[src/rtl/mscg_pkg.sv]
package mscg_pkg;

   localparam int DEFAULT_MAX_STOPS   = 6;
   localparam int DEFAULT_LENGTH_BITS = 16;

   localparam int CSR_INDEX_BITS = 3;
   localparam int CSR_DATA_BITS  = 24;

   // Register map of the configuration port. Stop s lives at REG_STOP_0 + s.
   localparam logic [CSR_INDEX_BITS-1:0] REG_STOP_COUNT      = 3'd0;
   localparam logic [CSR_INDEX_BITS-1:0] REG_GRADIENT_LENGTH = 3'd1;
   localparam logic [CSR_INDEX_BITS-1:0] REG_STOP_0          = 3'd2;

   localparam logic [2:0] STOP_COUNT_RESET = 3'd2;

   // Commands from the controller to the datapath.
   typedef struct packed {
      logic take;
      logic start_qr;
      logic load_lp;
      logic seg_first;
      logic seg_next;
      logic step;
      logic start_pdiv;
      logic fetch;
      logic start_cdiv;
      logic start_kdiv;
      logic ch_zero;
      logic ch_next;
      logic emit;
   } mscg_cmd_type;

   // Status from the datapath to the controller.
   typedef struct packed {
      logic empty;
      logic dirty;
      logic pos_zero;
      logic trk;
      logic seg_end;
      logic k_zero;
      logic div_done;
      logic last_ch;
      logic out_free;
   } mscg_sts_type;

endpackage

[src/rtl/mscg_div.sv]
module mscg_div #(
   parameter int LENGTH_BITS = mscg_pkg::DEFAULT_LENGTH_BITS
) (
   input  logic                          clock,
   input  logic                          reset,
   input  logic                          start,
   input  logic signed [LENGTH_BITS+8:0] dividend,
   input  logic        [LENGTH_BITS-1:0] divisor,
   output logic                          done,
   output logic signed [LENGTH_BITS+8:0] quotient,
   output logic        [LENGTH_BITS-1:0] remainder
);
   import mscg_pkg::*;

   localparam int LB = LENGTH_BITS;
   localparam int DW = LENGTH_BITS + 8;
   localparam int CW = $clog2(DW + 1);

   logic          busy_ff, busy_in;
   logic [CW-1:0] cnt_ff, cnt_in;
   logic          neg_ff, neg_in;
   logic [DW-1:0] acc_ff, acc_in;
   logic [LB-1:0] rem_ff, rem_in;
   logic [LB-1:0] dvs_ff, dvs_in;

   logic [LB:0]   trial;
   logic [LB:0]   diff;
   logic          fits;
   logic [DW:0]   abs_full;
   logic [DW:0]   qm;
   logic          rem_nz;

   // Restoring division on the magnitude, one quotient bit a cycle, then a
   // floor correction for a negative dividend.
   always_comb begin
      trial    = {rem_ff, acc_ff[DW-1]};
      diff     = trial - {1'b0, dvs_ff};
      fits     = trial >= {1'b0, dvs_ff};
      abs_full = dividend[DW] ? (~dividend + (DW+1)'(1)) : dividend;
      qm       = {1'b0, acc_ff};
      rem_nz   = rem_ff != '0;
      done     = busy_ff && (cnt_ff == '0);

      if (neg_ff) begin
         quotient  = $signed(~qm + {{DW{1'b0}}, ~rem_nz});
         remainder = rem_nz ? (dvs_ff - rem_ff) : '0;
      end else begin
         quotient  = $signed(qm);
         remainder = rem_ff;
      end

      busy_in = busy_ff;
      cnt_in  = cnt_ff;
      neg_in  = neg_ff;
      acc_in  = acc_ff;
      rem_in  = rem_ff;
      dvs_in  = dvs_ff;
      if (start) begin
         busy_in = 1'b1;
         cnt_in  = CW'(DW);
         neg_in  = dividend[DW];
         acc_in  = abs_full[DW-1:0];
         rem_in  = '0;
         dvs_in  = divisor;
      end else if (busy_ff && (cnt_ff != '0)) begin
         acc_in = {acc_ff[DW-2:0], fits};
         rem_in = fits ? diff[LB-1:0] : trial[LB-1:0];
         cnt_in = cnt_ff - CW'(1);
      end else if (done) begin
         busy_in = 1'b0;
      end
   end

   always_ff @(posedge clock) begin
      if (reset) begin
         busy_ff <= 1'b0;
         cnt_ff  <= '0;
      end else begin
         busy_ff <= busy_in;
         cnt_ff  <= cnt_in;
      end
   end

   always_ff @(posedge clock) begin
      neg_ff <= neg_in;
      acc_ff <= acc_in;
      rem_ff <= rem_in;
      dvs_ff <= dvs_in;
   end

endmodule

[src/rtl/mscg_dp.sv]
module mscg_dp #(
   parameter int MAX_STOPS   = mscg_pkg::DEFAULT_MAX_STOPS,
   parameter int LENGTH_BITS = mscg_pkg::DEFAULT_LENGTH_BITS
) (
   input  logic                                 clock,
   input  logic                                 reset,
   input  mscg_pkg::mscg_cmd_type               cmd,
   output mscg_pkg::mscg_sts_type               sts,
   input  logic                                 req_restart,
   input  logic                                 csr_write_en,
   input  logic [mscg_pkg::CSR_INDEX_BITS-1:0]  csr_index,
   input  logic [mscg_pkg::CSR_DATA_BITS-1:0]   csr_data,
   input  logic                                 rsp_stall,
   output logic                                 rsp_valid,
   output logic [7:0]                           rsp_red,
   output logic [7:0]                           rsp_green,
   output logic [7:0]                           rsp_blue,
   output logic [15:0]                          rsp_position,
   output logic                                 rsp_final_res
);
   import mscg_pkg::*;

   localparam int LB  = LENGTH_BITS;
   localparam int DW  = LENGTH_BITS + 8;
   localparam int NW  = $clog2(MAX_STOPS + 1);
   localparam int SIW = $clog2(MAX_STOPS);

   localparam logic [1:0] OP_QR  = 2'd0;
   localparam logic [1:0] OP_POS = 2'd1;
   localparam logic [1:0] OP_CD  = 2'd2;
   localparam logic [1:0] OP_KD  = 2'd3;

   // Configuration.
   logic [2:0]           stop_count_ff, stop_count_in;
   logic [LB-1:0]        len_ff, len_in;
   logic [23:0]          stop_mem [MAX_STOPS];
   logic [MAX_STOPS-1:0] stop_vld_ff, stop_vld_in;
   logic [23:0]          rd_a_ff, rd_b_ff;

   // Walk state.
   logic [LB-1:0]  pos_ff, pos_in;
   logic           dirty_ff, dirty_in;
   logic           trk_ff, trk_in;
   logic [LB-1:0]  q_ff, q_in;
   logic [NW-1:0]  r_ff, r_in;
   logic [LB-1:0]  lp_ff, lp_in;
   logic [SIW-1:0] seg_ff, seg_in;
   logic [LB-1:0]  k_ff, k_in;
   logic [LB-1:0]  m_ff, m_in;
   logic [1:0]     ch_ff, ch_in;
   logic [1:0]     op_ff, op_in;

   // Per-channel quotient/remainder stepping.
   logic signed [8:0] cq_ff [3];
   logic signed [8:0] cq_in [3];
   logic signed [8:0] sq_ff [3];
   logic signed [8:0] sq_in [3];
   logic [LB-1:0]     ce_ff [3];
   logic [LB-1:0]     ce_in [3];
   logic [LB-1:0]     sr_ff [3];
   logic [LB-1:0]     sr_in [3];
   logic [LB:0]       e_sum [3];
   logic              carry [3];

   // Result register.
   logic        rsp_valid_ff, rsp_valid_in;
   logic [7:0]  red_ff, red_in, green_ff, green_in, blue_ff, blue_in;
   logic [15:0] position_ff, position_in;
   logic        final_ff, final_in;

   logic [NW-1:0]        n_w;
   logic [NW-1:0]        segs;
   logic                 empty;
   logic [LB:0]          q_inc;
   logic [LB-1:0]        m_first;
   logic [LB-1:0]        m_next;
   logic                 seg_end;
   logic                 short_part;
   logic [NW+LB:0]       lp_full;
   logic [SIW-1:0]       seg_p1;
   logic [7:0]           u_sel, v_sel;
   logic signed [8:0]    d_sel;
   logic signed [LB+9:0] kd_full;
   logic [LB+15:0]       len_wide;
   logic [LB+15:0]       pos_wide;
   logic [2:0]           stop_wr_off;
   logic                 stop_wr_ok;
   logic [SIW-1:0]       stop_wr_idx;
   logic                 stop_wr;
   logic [LB:0]          pos_inc;

   logic                 div_start;
   logic signed [DW:0]   div_dividend;
   logic [LB-1:0]        div_divisor;
   logic                 div_done;
   logic signed [DW:0]   div_quot;
   logic [LB-1:0]        div_rem;

   mscg_div #(
      .LENGTH_BITS(LENGTH_BITS)
   ) u_div (
      .clock     (clock),
      .reset     (reset),
      .start     (div_start),
      .dividend  (div_dividend),
      .divisor   (div_divisor),
      .done      (div_done),
      .quotient  (div_quot),
      .remainder (div_rem)
   );

   always_comb begin
      n_w     = (int'(stop_count_ff) > MAX_STOPS) ? NW'(MAX_STOPS) : NW'(stop_count_ff);
      segs    = n_w - NW'(1);
      empty   = (len_ff == '0) || (n_w < NW'(2));
      q_inc   = {1'b0, q_ff} + (LB+1)'(1);
      m_first = (r_ff != '0) ? q_inc[LB-1:0] : q_ff;
      m_next  = ((int'(seg_ff) + 1) < int'(r_ff)) ? q_inc[LB-1:0] : q_ff;
      seg_end = ({1'b0, k_ff} + (LB+1)'(1)) == {1'b0, m_ff};
      short_part = pos_ff >= lp_ff;
      lp_full = (NW+LB+1)'(r_ff) * (NW+LB+1)'(q_inc);
      seg_p1  = seg_ff + SIW'(1);
      pos_inc = {1'b0, pos_ff} + (LB+1)'(1);

      case (ch_ff)
         2'd0: begin
            u_sel = rd_a_ff[23:16];
            v_sel = rd_b_ff[23:16];
         end
         2'd1: begin
            u_sel = rd_a_ff[15:8];
            v_sel = rd_b_ff[15:8];
         end
         default: begin
            u_sel = rd_a_ff[7:0];
            v_sel = rd_b_ff[7:0];
         end
      endcase
      d_sel   = $signed({1'b0, v_sel}) - $signed({1'b0, u_sel});
      kd_full = $signed({1'b0, k_ff}) * d_sel;

      len_wide    = {{LB{1'b0}}, csr_data[15:0]};
      pos_wide    = {16'b0, pos_ff};
      stop_wr_off = csr_index - REG_STOP_0;
      stop_wr_ok  = int'(stop_wr_off) < MAX_STOPS;
      stop_wr_idx = SIW'(stop_wr_off);
      stop_wr     = csr_write_en && (csr_index >= REG_STOP_0) && stop_wr_ok;

      for (int c = 0; c < 3; c++) begin
         e_sum[c] = {1'b0, ce_ff[c]} + {1'b0, sr_ff[c]};
         carry[c] = e_sum[c] >= {1'b0, m_ff};
      end
   end

   // Operand selection for the shared divider.
   always_comb begin
      div_start    = cmd.start_qr || cmd.start_pdiv || cmd.start_cdiv || cmd.start_kdiv;
      div_dividend = $signed({9'b0, len_ff});
      div_divisor  = LB'(segs);
      op_in        = op_ff;
      if (cmd.start_qr) begin
         op_in = OP_QR;
      end else if (cmd.start_pdiv) begin
         op_in = OP_POS;
         if (short_part) begin
            div_dividend = $signed({9'b0, pos_ff - lp_ff});
            div_divisor  = q_ff;
         end else begin
            div_dividend = $signed({9'b0, pos_ff});
            div_divisor  = q_inc[LB-1:0];
         end
      end else if (cmd.start_cdiv) begin
         op_in        = OP_CD;
         div_dividend = $signed({{LB{d_sel[8]}}, d_sel});
         div_divisor  = m_ff;
      end else if (cmd.start_kdiv) begin
         op_in        = OP_KD;
         div_dividend = kd_full[DW:0];
         div_divisor  = m_ff;
      end
   end

   always_comb begin
      stop_count_in = stop_count_ff;
      len_in        = len_ff;
      stop_vld_in   = stop_vld_ff;
      pos_in        = pos_ff;
      dirty_in      = dirty_ff;
      trk_in        = trk_ff;
      q_in          = q_ff;
      r_in          = r_ff;
      lp_in         = lp_ff;
      seg_in        = seg_ff;
      k_in          = k_ff;
      m_in          = m_ff;
      ch_in         = ch_ff;
      for (int c = 0; c < 3; c++) begin
         cq_in[c] = cq_ff[c];
         sq_in[c] = sq_ff[c];
         ce_in[c] = ce_ff[c];
         sr_in[c] = sr_ff[c];
      end
      rsp_valid_in = rsp_valid_ff;
      red_in       = red_ff;
      green_in     = green_ff;
      blue_in      = blue_ff;
      position_in  = position_ff;
      final_in     = final_ff;

      if (csr_write_en) begin
         dirty_in = 1'b1;
         trk_in   = 1'b0;
         case (csr_index)
            REG_STOP_COUNT:      stop_count_in = csr_data[2:0];
            REG_GRADIENT_LENGTH: len_in = len_wide[LB-1:0];
            default: begin
               if (stop_wr) begin
                  stop_vld_in[stop_wr_idx] = 1'b1;
               end
            end
         endcase
      end

      if (cmd.take) begin
         if (empty || req_restart || (pos_ff >= len_ff)) begin
            pos_in = '0;
         end
      end

      if (div_done) begin
         case (op_ff)
            OP_QR: begin
               q_in     = div_quot[LB-1:0];
               r_in     = NW'(div_rem);
               dirty_in = 1'b0;
               trk_in   = 1'b0;
            end
            OP_POS: begin
               seg_in = seg_ff + div_quot[SIW-1:0];
               k_in   = div_rem;
            end
            OP_CD: begin
               sq_in[ch_ff] = div_quot[8:0];
               sr_in[ch_ff] = div_rem;
            end
            default: begin
               cq_in[ch_ff] = div_quot[8:0];
               ce_in[ch_ff] = div_rem;
            end
         endcase
      end

      if (cmd.load_lp) begin
         lp_in = lp_full[LB-1:0];
      end

      if (cmd.seg_first) begin
         seg_in = '0;
         k_in   = '0;
         m_in   = m_first;
      end

      if (cmd.seg_next) begin
         seg_in = seg_p1;
         k_in   = '0;
         m_in   = m_next;
      end

      if (cmd.start_pdiv) begin
         if (short_part) begin
            seg_in = SIW'(r_ff);
            m_in   = q_ff;
         end else begin
            seg_in = '0;
            m_in   = q_inc[LB-1:0];
         end
      end

      if (cmd.step) begin
         k_in = k_ff + LB'(1);
         for (int c = 0; c < 3; c++) begin
            ce_in[c] = carry[c] ? (e_sum[c][LB-1:0] - m_ff) : e_sum[c][LB-1:0];
            cq_in[c] = cq_ff[c] + sq_ff[c] + $signed({8'b0, carry[c]});
         end
      end

      if (cmd.fetch) begin
         ch_in = '0;
      end
      if (cmd.ch_next) begin
         ch_in = ch_ff + 2'd1;
      end
      if (cmd.ch_zero) begin
         cq_in[ch_ff] = '0;
         ce_in[ch_ff] = '0;
      end

      if (rsp_valid_ff && !rsp_stall) begin
         rsp_valid_in = 1'b0;
      end
      if (cmd.emit) begin
         rsp_valid_in = 1'b1;
         red_in       = rd_a_ff[23:16] + cq_ff[0][7:0];
         green_in     = rd_a_ff[15:8] + cq_ff[1][7:0];
         blue_in      = rd_a_ff[7:0] + cq_ff[2][7:0];
         position_in  = pos_wide[15:0];
         final_in     = pos_ff == (len_ff - LB'(1));
         pos_in       = (pos_inc >= {1'b0, len_ff}) ? '0 : pos_inc[LB-1:0];
         trk_in       = 1'b1;
      end
   end

   always_ff @(posedge clock) begin
      if (reset) begin
         stop_count_ff <= STOP_COUNT_RESET;
         len_ff        <= '0;
         stop_vld_ff   <= '0;
         pos_ff        <= '0;
         dirty_ff      <= 1'b1;
         trk_ff        <= 1'b0;
         ch_ff         <= '0;
         op_ff         <= OP_QR;
         rsp_valid_ff  <= 1'b0;
      end else begin
         stop_count_ff <= stop_count_in;
         len_ff        <= len_in;
         stop_vld_ff   <= stop_vld_in;
         pos_ff        <= pos_in;
         dirty_ff      <= dirty_in;
         trk_ff        <= trk_in;
         ch_ff         <= ch_in;
         op_ff         <= op_in;
         rsp_valid_ff  <= rsp_valid_in;
      end
   end

   always_ff @(posedge clock) begin
      q_ff   <= q_in;
      r_ff   <= r_in;
      lp_ff  <= lp_in;
      seg_ff <= seg_in;
      k_ff   <= k_in;
      m_ff   <= m_in;
      for (int c = 0; c < 3; c++) begin
         cq_ff[c] <= cq_in[c];
         sq_ff[c] <= sq_in[c];
         ce_ff[c] <= ce_in[c];
         sr_ff[c] <= sr_in[c];
      end
      red_ff      <= red_in;
      green_ff    <= green_in;
      blue_ff     <= blue_in;
      position_ff <= position_in;
      final_ff    <= final_in;
   end

   // Stop colors: one write port from the configuration side, two registered
   // reads for the stops that bound the current segment. An entry that was
   // never written reads as black.
   always_ff @(posedge clock) begin
      if (stop_wr) begin
         stop_mem[stop_wr_idx] <= csr_data;
      end
   end

   always_ff @(posedge clock) begin
      if (cmd.fetch) begin
         rd_a_ff <= stop_vld_ff[seg_ff] ? stop_mem[seg_ff] : '0;
         rd_b_ff <= stop_vld_ff[seg_p1] ? stop_mem[seg_p1] : '0;
      end
   end

   always_comb begin
      sts.empty    = empty;
      sts.dirty    = dirty_ff;
      sts.pos_zero = pos_ff == '0;
      sts.trk      = trk_ff;
      sts.seg_end  = seg_end;
      sts.k_zero   = k_ff == '0;
      sts.div_done = div_done;
      sts.last_ch  = ch_ff == 2'd2;
      sts.out_free = !rsp_valid_ff || !rsp_stall;
   end

   assign rsp_valid     = rsp_valid_ff;
   assign rsp_red       = red_ff;
   assign rsp_green     = green_ff;
   assign rsp_blue      = blue_ff;
   assign rsp_position  = position_ff;
   assign rsp_final_res = final_ff;

endmodule

[src/rtl/mscg_ctrl.sv]
module mscg_ctrl (
   input  logic                   clock,
   input  logic                   reset,
   input  logic                   req_valid,
   output logic                   req_stall,
   input  mscg_pkg::mscg_sts_type sts,
   output mscg_pkg::mscg_cmd_type cmd
);
   import mscg_pkg::*;

   localparam logic [3:0] S_IDLE  = 4'd0;
   localparam logic [3:0] S_QRW   = 4'd1;
   localparam logic [3:0] S_LP    = 4'd2;
   localparam logic [3:0] S_LOC   = 4'd3;
   localparam logic [3:0] S_PWAIT = 4'd4;
   localparam logic [3:0] S_FETCH = 4'd5;
   localparam logic [3:0] S_CHAN  = 4'd6;
   localparam logic [3:0] S_CW1   = 4'd7;
   localparam logic [3:0] S_CW2   = 4'd8;
   localparam logic [3:0] S_OUT   = 4'd9;

   logic [3:0] state_ff, state_in;

   always_comb begin
      cmd       = '0;
      state_in  = state_ff;
      req_stall = state_ff != S_IDLE;

      case (state_ff)
         S_IDLE: begin
            if (req_valid) begin
               cmd.take = 1'b1;
               if (!sts.empty) begin
                  if (sts.dirty) begin
                     cmd.start_qr = 1'b1;
                     state_in     = S_QRW;
                  end else begin
                     state_in = S_LOC;
                  end
               end
            end
         end
         S_QRW: begin
            if (sts.div_done) begin
               state_in = S_LP;
            end
         end
         S_LP: begin
            cmd.load_lp = 1'b1;
            state_in    = S_LOC;
         end
         S_LOC: begin
            if (sts.pos_zero) begin
               cmd.seg_first = 1'b1;
               state_in      = S_FETCH;
            end else if (sts.trk && !sts.seg_end) begin
               cmd.step = 1'b1;
               state_in = S_OUT;
            end else if (sts.trk) begin
               cmd.seg_next = 1'b1;
               state_in     = S_FETCH;
            end else begin
               cmd.start_pdiv = 1'b1;
               state_in       = S_PWAIT;
            end
         end
         S_PWAIT: begin
            if (sts.div_done) begin
               state_in = S_FETCH;
            end
         end
         S_FETCH: begin
            cmd.fetch = 1'b1;
            state_in  = S_CHAN;
         end
         S_CHAN: begin
            cmd.start_cdiv = 1'b1;
            state_in       = S_CW1;
         end
         S_CW1: begin
            if (sts.div_done) begin
               if (sts.k_zero) begin
                  cmd.ch_zero = 1'b1;
                  if (sts.last_ch) begin
                     state_in = S_OUT;
                  end else begin
                     cmd.ch_next = 1'b1;
                     state_in    = S_CHAN;
                  end
               end else begin
                  cmd.start_kdiv = 1'b1;
                  state_in       = S_CW2;
               end
            end
         end
         S_CW2: begin
            if (sts.div_done) begin
               if (sts.last_ch) begin
                  state_in = S_OUT;
               end else begin
                  cmd.ch_next = 1'b1;
                  state_in    = S_CHAN;
               end
            end
         end
         S_OUT: begin
            if (sts.out_free) begin
               cmd.emit = 1'b1;
               state_in = S_IDLE;
            end
         end
         default: begin
            state_in = S_IDLE;
         end
      endcase
   end

   always_ff @(posedge clock) begin
      if (reset) begin
         state_ff <= S_IDLE;
      end else begin
         state_ff <= state_in;
      end
   end

endmodule

[src/rtl/multi_stop_color_gradient_core.sv]
// Channel   Direction  Handshake            Payload
// req       in         req_valid/req_stall  req_restart
// rsp       out        rsp_valid/rsp_stall  rsp_red, rsp_green, rsp_blue, rsp_position,
//                                           rsp_final_res
// csr       in         csr_write_en         csr_index, csr_data
//
// A color inside a segment is made in order: accept, one quotient/remainder step, and the
// load of the result register.
// The first color of a segment runs three floor divisions (one per channel) through the
// shared bit-serial divider.
// After a configuration write, the first request adds one divider pass for the segment
// split, and if the walk is resumed mid-segment, one pass to find the position and one
// pass per channel for the scaled offset.
// Reset is synchronous and returns the control, configuration and position registers to their defaults.
// A stalled result stays in the output register while the next request is accepted
// and computed; that request then waits for the result register to free up.
module multi_stop_color_gradient_core #(
   parameter int MAX_STOPS   = mscg_pkg::DEFAULT_MAX_STOPS,
   parameter int LENGTH_BITS = mscg_pkg::DEFAULT_LENGTH_BITS
) (
   input  logic                                clock,
   input  logic                                reset,
   input  logic                                req_valid,
   output logic                                req_stall,
   input  logic                                req_restart,
   output logic                                rsp_valid,
   input  logic                                rsp_stall,
   output logic [7:0]                          rsp_red,
   output logic [7:0]                          rsp_green,
   output logic [7:0]                          rsp_blue,
   output logic [15:0]                         rsp_position,
   output logic                                rsp_final_res,
   input  logic                                csr_write_en,
   input  logic [mscg_pkg::CSR_INDEX_BITS-1:0] csr_index,
   input  logic [mscg_pkg::CSR_DATA_BITS-1:0]  csr_data
);
   import mscg_pkg::*;

   // The controller only sequences; every register of the walk lives in the
   // datapath. The two talk through one command struct and one status struct.
   mscg_cmd_type cmd;
   mscg_sts_type sts;

   // The sequencer decides, per transaction, whether the next color is a simple
   // step inside the current segment, the start of a new segment, or a fresh
   // entry into the walk after the configuration changed.
   mscg_ctrl u_ctrl (
      .clock     (clock),
      .reset     (reset),
      .req_valid (req_valid),
      .req_stall (req_stall),
      .sts       (sts),
      .cmd       (cmd)
   );

   // The datapath holds the configuration, the stop memory, the position and
   // segment trackers, the per-channel quotient/remainder steppers, the shared
   // divider and the result register.
   mscg_dp #(
      .MAX_STOPS   (MAX_STOPS),
      .LENGTH_BITS (LENGTH_BITS)
   ) u_dp (
      .clock         (clock),
      .reset         (reset),
      .cmd           (cmd),
      .sts           (sts),
      .req_restart   (req_restart),
      .csr_write_en  (csr_write_en),
      .csr_index     (csr_index),
      .csr_data      (csr_data),
      .rsp_stall     (rsp_stall),
      .rsp_valid     (rsp_valid),
      .rsp_red       (rsp_red),
      .rsp_green     (rsp_green),
      .rsp_blue      (rsp_blue),
      .rsp_position  (rsp_position),
      .rsp_final_res (rsp_final_res)
   );

   // A new result is never written over one that is still waiting.
   a_emit_free: assert property (@(posedge clock) disable iff (reset)
      cmd.emit |-> sts.out_free)
      else $error("result register overwritten while its transaction is pending");

   // The divider is shared, so only one division may be launched at a time.
   a_one_div: assert property (@(posedge clock) disable iff (reset)
      $onehot0({cmd.start_qr, cmd.start_pdiv, cmd.start_cdiv, cmd.start_kdiv}))
      else $error("more than one division launched in a cycle");

   // Loading the result register always presents it on the next cycle.
   a_emit_valid: assert property (@(posedge clock) disable iff (reset)
      cmd.emit |=> rsp_valid)
      else $error("result loaded but not presented");

   // A request that produces a color keeps the input stalled while it is computed.
   a_busy_after_take: assert property (@(posedge clock) disable iff (reset)
      (req_valid && !req_stall && !sts.empty) |=> req_stall)
      else $error("new request accepted while a color is being computed");

endmodule
[config.mk]
export PLATFORM = sky130hd
export DESIGN_NAME = multi_stop_color_gradient_core
export DESIGN_NICKNAME = d
export VERILOG_FILES = /design/src/rtl/mscg_pkg.sv /design/src/rtl/mscg_div.sv /design/src/rtl/mscg_dp.sv /design/src/rtl/mscg_ctrl.sv /design/src/rtl/multi_stop_color_gradient_core.sv
export SDC_FILE = /design/constraint.sdc
export NUM_CORES = 2
export LEC_CHECK = 0
export ABC_CLOCK_PERIOD_IN_PS = 9900
export BUFFER_PORTS_ARGS = -buffer_cell sky130_fd_sc_hd__buf_4
export CORE_UTILIZATION = 55
export DETAILED_ROUTE_END_ITERATION = 16
export GPL_ROUTABILITY_DRIVEN = 0
export PLACE_DENSITY = 0.81
export SLEW_MARGIN = 10
export SYNTH_ARGS = -nofsm -noshare
export SYNTH_HDL_FRONTEND = slang
export SYNTH_SLANG_ARGS = --single-unit
[constraint.sdc]
create_clock -name clock -period 9.9 [get_ports clock]
set_input_delay 1.98 -clock clock [delete_from_list [all_inputs] [get_ports clock]]
set_output_delay 1.98 -clock clock [all_outputs]
set_load 0.01 [all_outputs]
==> results by group <==
STA
  – Slew Limit Fails: 0
  – Final setup fails: 0
  – Worst Max-Slew Pin Slew: 1.34 ns
  – Final Cycle Share: 93.3%
  – Final worst setup slack: 0.664 ns
  – RSZ-0062 raised after global routing: no
  – Clk_skew: 0.0385 ns
  – Tmin final: 9.24 ns
  – Slew HR: 7.98%
  – Fmax: 108 MHz
  – TNS Setup: 0 ns
  – Hold Vio Cnt, Final: 0

Worst setup path
  – Critical Path AT: 9.62 ns
  – CP dominant cell by count: inv_1
  – Crit Path Category: flip-flop to flip-flop
  – Critical Path RT: 10.29 ns
  – CP Max Fanout: 16
  – Slowest CP cell: fa_1
  – Slowest cell delay on critical path: 0.56 ns
  – Startpoint Class: flip-flop
  – Worst setup EP type: flip-flop

Global routing
  – Gr usage total: 29.9%
  – Largest net degree at the start of global routing: 97
  – Met2 usage: 47.6%
  – Initial antenna violation count: 0
  – Vias in the first global route: 31736
  – First-pass GRT wire length: 176 mm
  – Met3 GRT Util: 5.70%
  – Met1 Track Usage GR: 39.1%
  – GRT overflow: 0
  – Global routing's busiest layer: met2

Synth
  – Post-synth EDFFs: 416
  – Post-Syn Nets: 4681
  – Syn_area_per_cell: 9.83 sq um
  – Area contributors post-synth: edfxtp_1 (30%), ha_1 (9.7%), dfxtp_1 (7.1%)
  – #FFs+latches synth: 562
  – Yosys warnings: 0
  – Cells after Synth: 4195
  – Netlist cell types: 90
  – Top-count cell post-synth: edfxtp_1
  – Post-Synth XOR/XNOR Area: 6.80%
  – Adder-Cell Fraction of Synth Area: 16.2%
  – Post-synth ARST share: 0%
  – Complex-gate fraction of the synthesized area: 15.6%
  – Commonest cells post-synth: edfxtp_1 (416), nor2_1 (336), nand2_1 (333), ha_1 (320), inv_1 (303)
  – Post-synthesis sequential area ratio: 37.4%
  – Post-synthesis simple-gate area fraction: 14.3%
  – Dominant cell type by area after synthesis: edfxtp_1
  – Mapped Area: 0.0412 sq mm
  – Largest family of logic cells by synthesized area: adder cells
  – Yosys top cell area share: 30.3%
  – Most used DFF post-synth: edfxtp_1
  – Multiplexer share of the synthesized area: 5.15%

Clock tree
  – Cts repair resizes: 0
  – Setup Fix Bufs, Post-CTS: 0
  – Clock-pin transition on the worst setup and hold timing paths: 0.06 ns
  – Longest Clk Path Bufs: 3
  – Hold buffers post-CTS: 0
  – CTS buffer count: 59
  – Clk_lat worst skew: 0.67 ns
  – H-tree levels: 2
  – CTS tree: done
  – Root Driver: clkbuf_16
  – Clock tree sinks: 562

Layout
  – Antenna Cells: 0
  – Area grow syn2layout: 8.60%
  – Final Cell Area: 0.0448 sq mm
  – Layout cells sized above 1: 8.37%
  – Post-layout net count: 4665

Min path
  – Worst hold-check path type: flip-flop to flip-flop

Placement
  – # port buffers: 75
  – Pre-CTS setup slack: 0.647 ns
  – DP Wirelength: 82.7 mm
  – Placed cell areas: 0.0427 sq mm

Power and ir drop
  – Tot Pwr: 9.87 mW
  – Cell Pwr Density: 220 mW/mm^2
  – LEAKAGE: 18.1 nW
  – VDD IR-drop max: 0.000305 V

Drt
  – Routed Antenna Nets: 0
  – Drt pass-1 iters: 7
  – # DRC: 0
  – Total wire length: 114 mm
  – Via count: 33056
  – Initial drt markers: 3672
  – Via density: 6.36
  – Wire per inst: 22.0 microns

Floorplanning
  – Core area: 0.0743 sq mm
  – Die Ht: 276 microns
  – Die Width: 276 microns
  – Num rows: 100
  – Die area: 0.0761 sq mm
  – I/O pin cnt: 76
  – Initial Utilization: 55.5%

Flow run
  – Max-cap violations: 0

Status
  – Status: finished, final reports clean
placed cells by master (no fill, tap or decap), types with 57 or more instances in the layout:
cell,instances
nand2b_1,67
nor2_1,330
o211ai_1,57
and2_1,96
xor2_1,117
ha_1,320
mux2i_1,76
a21oi_1,287
xnor2_1,201
a211oi_1,107
inv_1,303
clkbuf_16,59
nand3_1,62
edfxtp_1,416
dfxtp_1,146
fa_1,133
nand2_1,333
o21ai_0,154
nor3_1,85
buf_4,124
through the flow:
stage	hold WS (ns)	instances	utilization, %
after global placement	0.472	5087	57.5
after CTS	0.492	5198	60.2
after global routing	0.535	5198	60.3
after detailed placement	0.478	5087	57.5
after floorplan	0.449	4195	-
final	0.496	5198	60.3
layout make-up:
type                            count  area [sq um]
Clock inverter                     40           479
Inverter                          306          1150
Multi-Input combinational cell   3126         24100
Fill cell                        5964         29500
Timing Repair Buffer              124           931
Clock buffer                       71          1550
Tap cell                          969          1210
Sequential cell                   562         15400
layer usage:
layer,up-vias,routed length [microns]
li1,15122,-
met1,15831,44400
met2,1764,51900
met3,339,11600
met4,0,6270
met5,-,0
logic make-up (layout without fill, tap and decap cells):
logic type | after synthesis | count (layout)
AOI/OAI and AO/OA | 983 | 983
xor gates and xnor gates | 320 | 320
adders and majority gates | 453 | 453
buffers and inverters | 507 | 541
DFF | 562 | 562
muxes | 147 | 147
and+or+nand+nor | 1223 | 1223
state kept, by name, summed over array words and instances (netlist names), 24 cells and up:
register	cells
u_dp.stop_mem	144
u_dp.rd_a_ff	24
u_dp.ce_ff	48
u_dp.sr_ff	48
u_dp.rd_b_ff	24
u_dp.cq_ff	24
u_dp.u_div.acc_ff	24
u_dp.sq_ff	24
power by group:
group          internal, mW  switching [mW]
Combinational          1.69            2.81
Sequential             2.85           0.186
Clock                  1.34           0.995
Total                  5.88            4.00
path summary, 6_finish.rpt:
kind	slack (ns)	from	endpoint	cells after the start
worst min register to register	0.50	u_dp.stop_vld_ff[4]	u_dp.stop_vld_ff[4]	2
worst max-delay path	0.66	u_dp.ch_ff[0]	u_dp.u_div.acc_ff[7]	34
worst max register to register	0.66	u_dp.ch_ff[0]	u_dp.u_div.acc_ff[7]	34
worst min-delay path	0.50	u_dp.stop_vld_ff[4]	u_dp.stop_vld_ff[4]	2
worst max-delay path: cells and delay by family, from the launching register on:
family,cells,cell delay [ns]
AOI/OAI and AO/OA,9,2.16
xor gates and xnor gates,2,0.48
adders and majority gates,8,3.51
buffers and inverters,8,0.76
DFF,1,0.32
and+or+nand+nor,7,1.72
(Power assumes the default switching activity.)
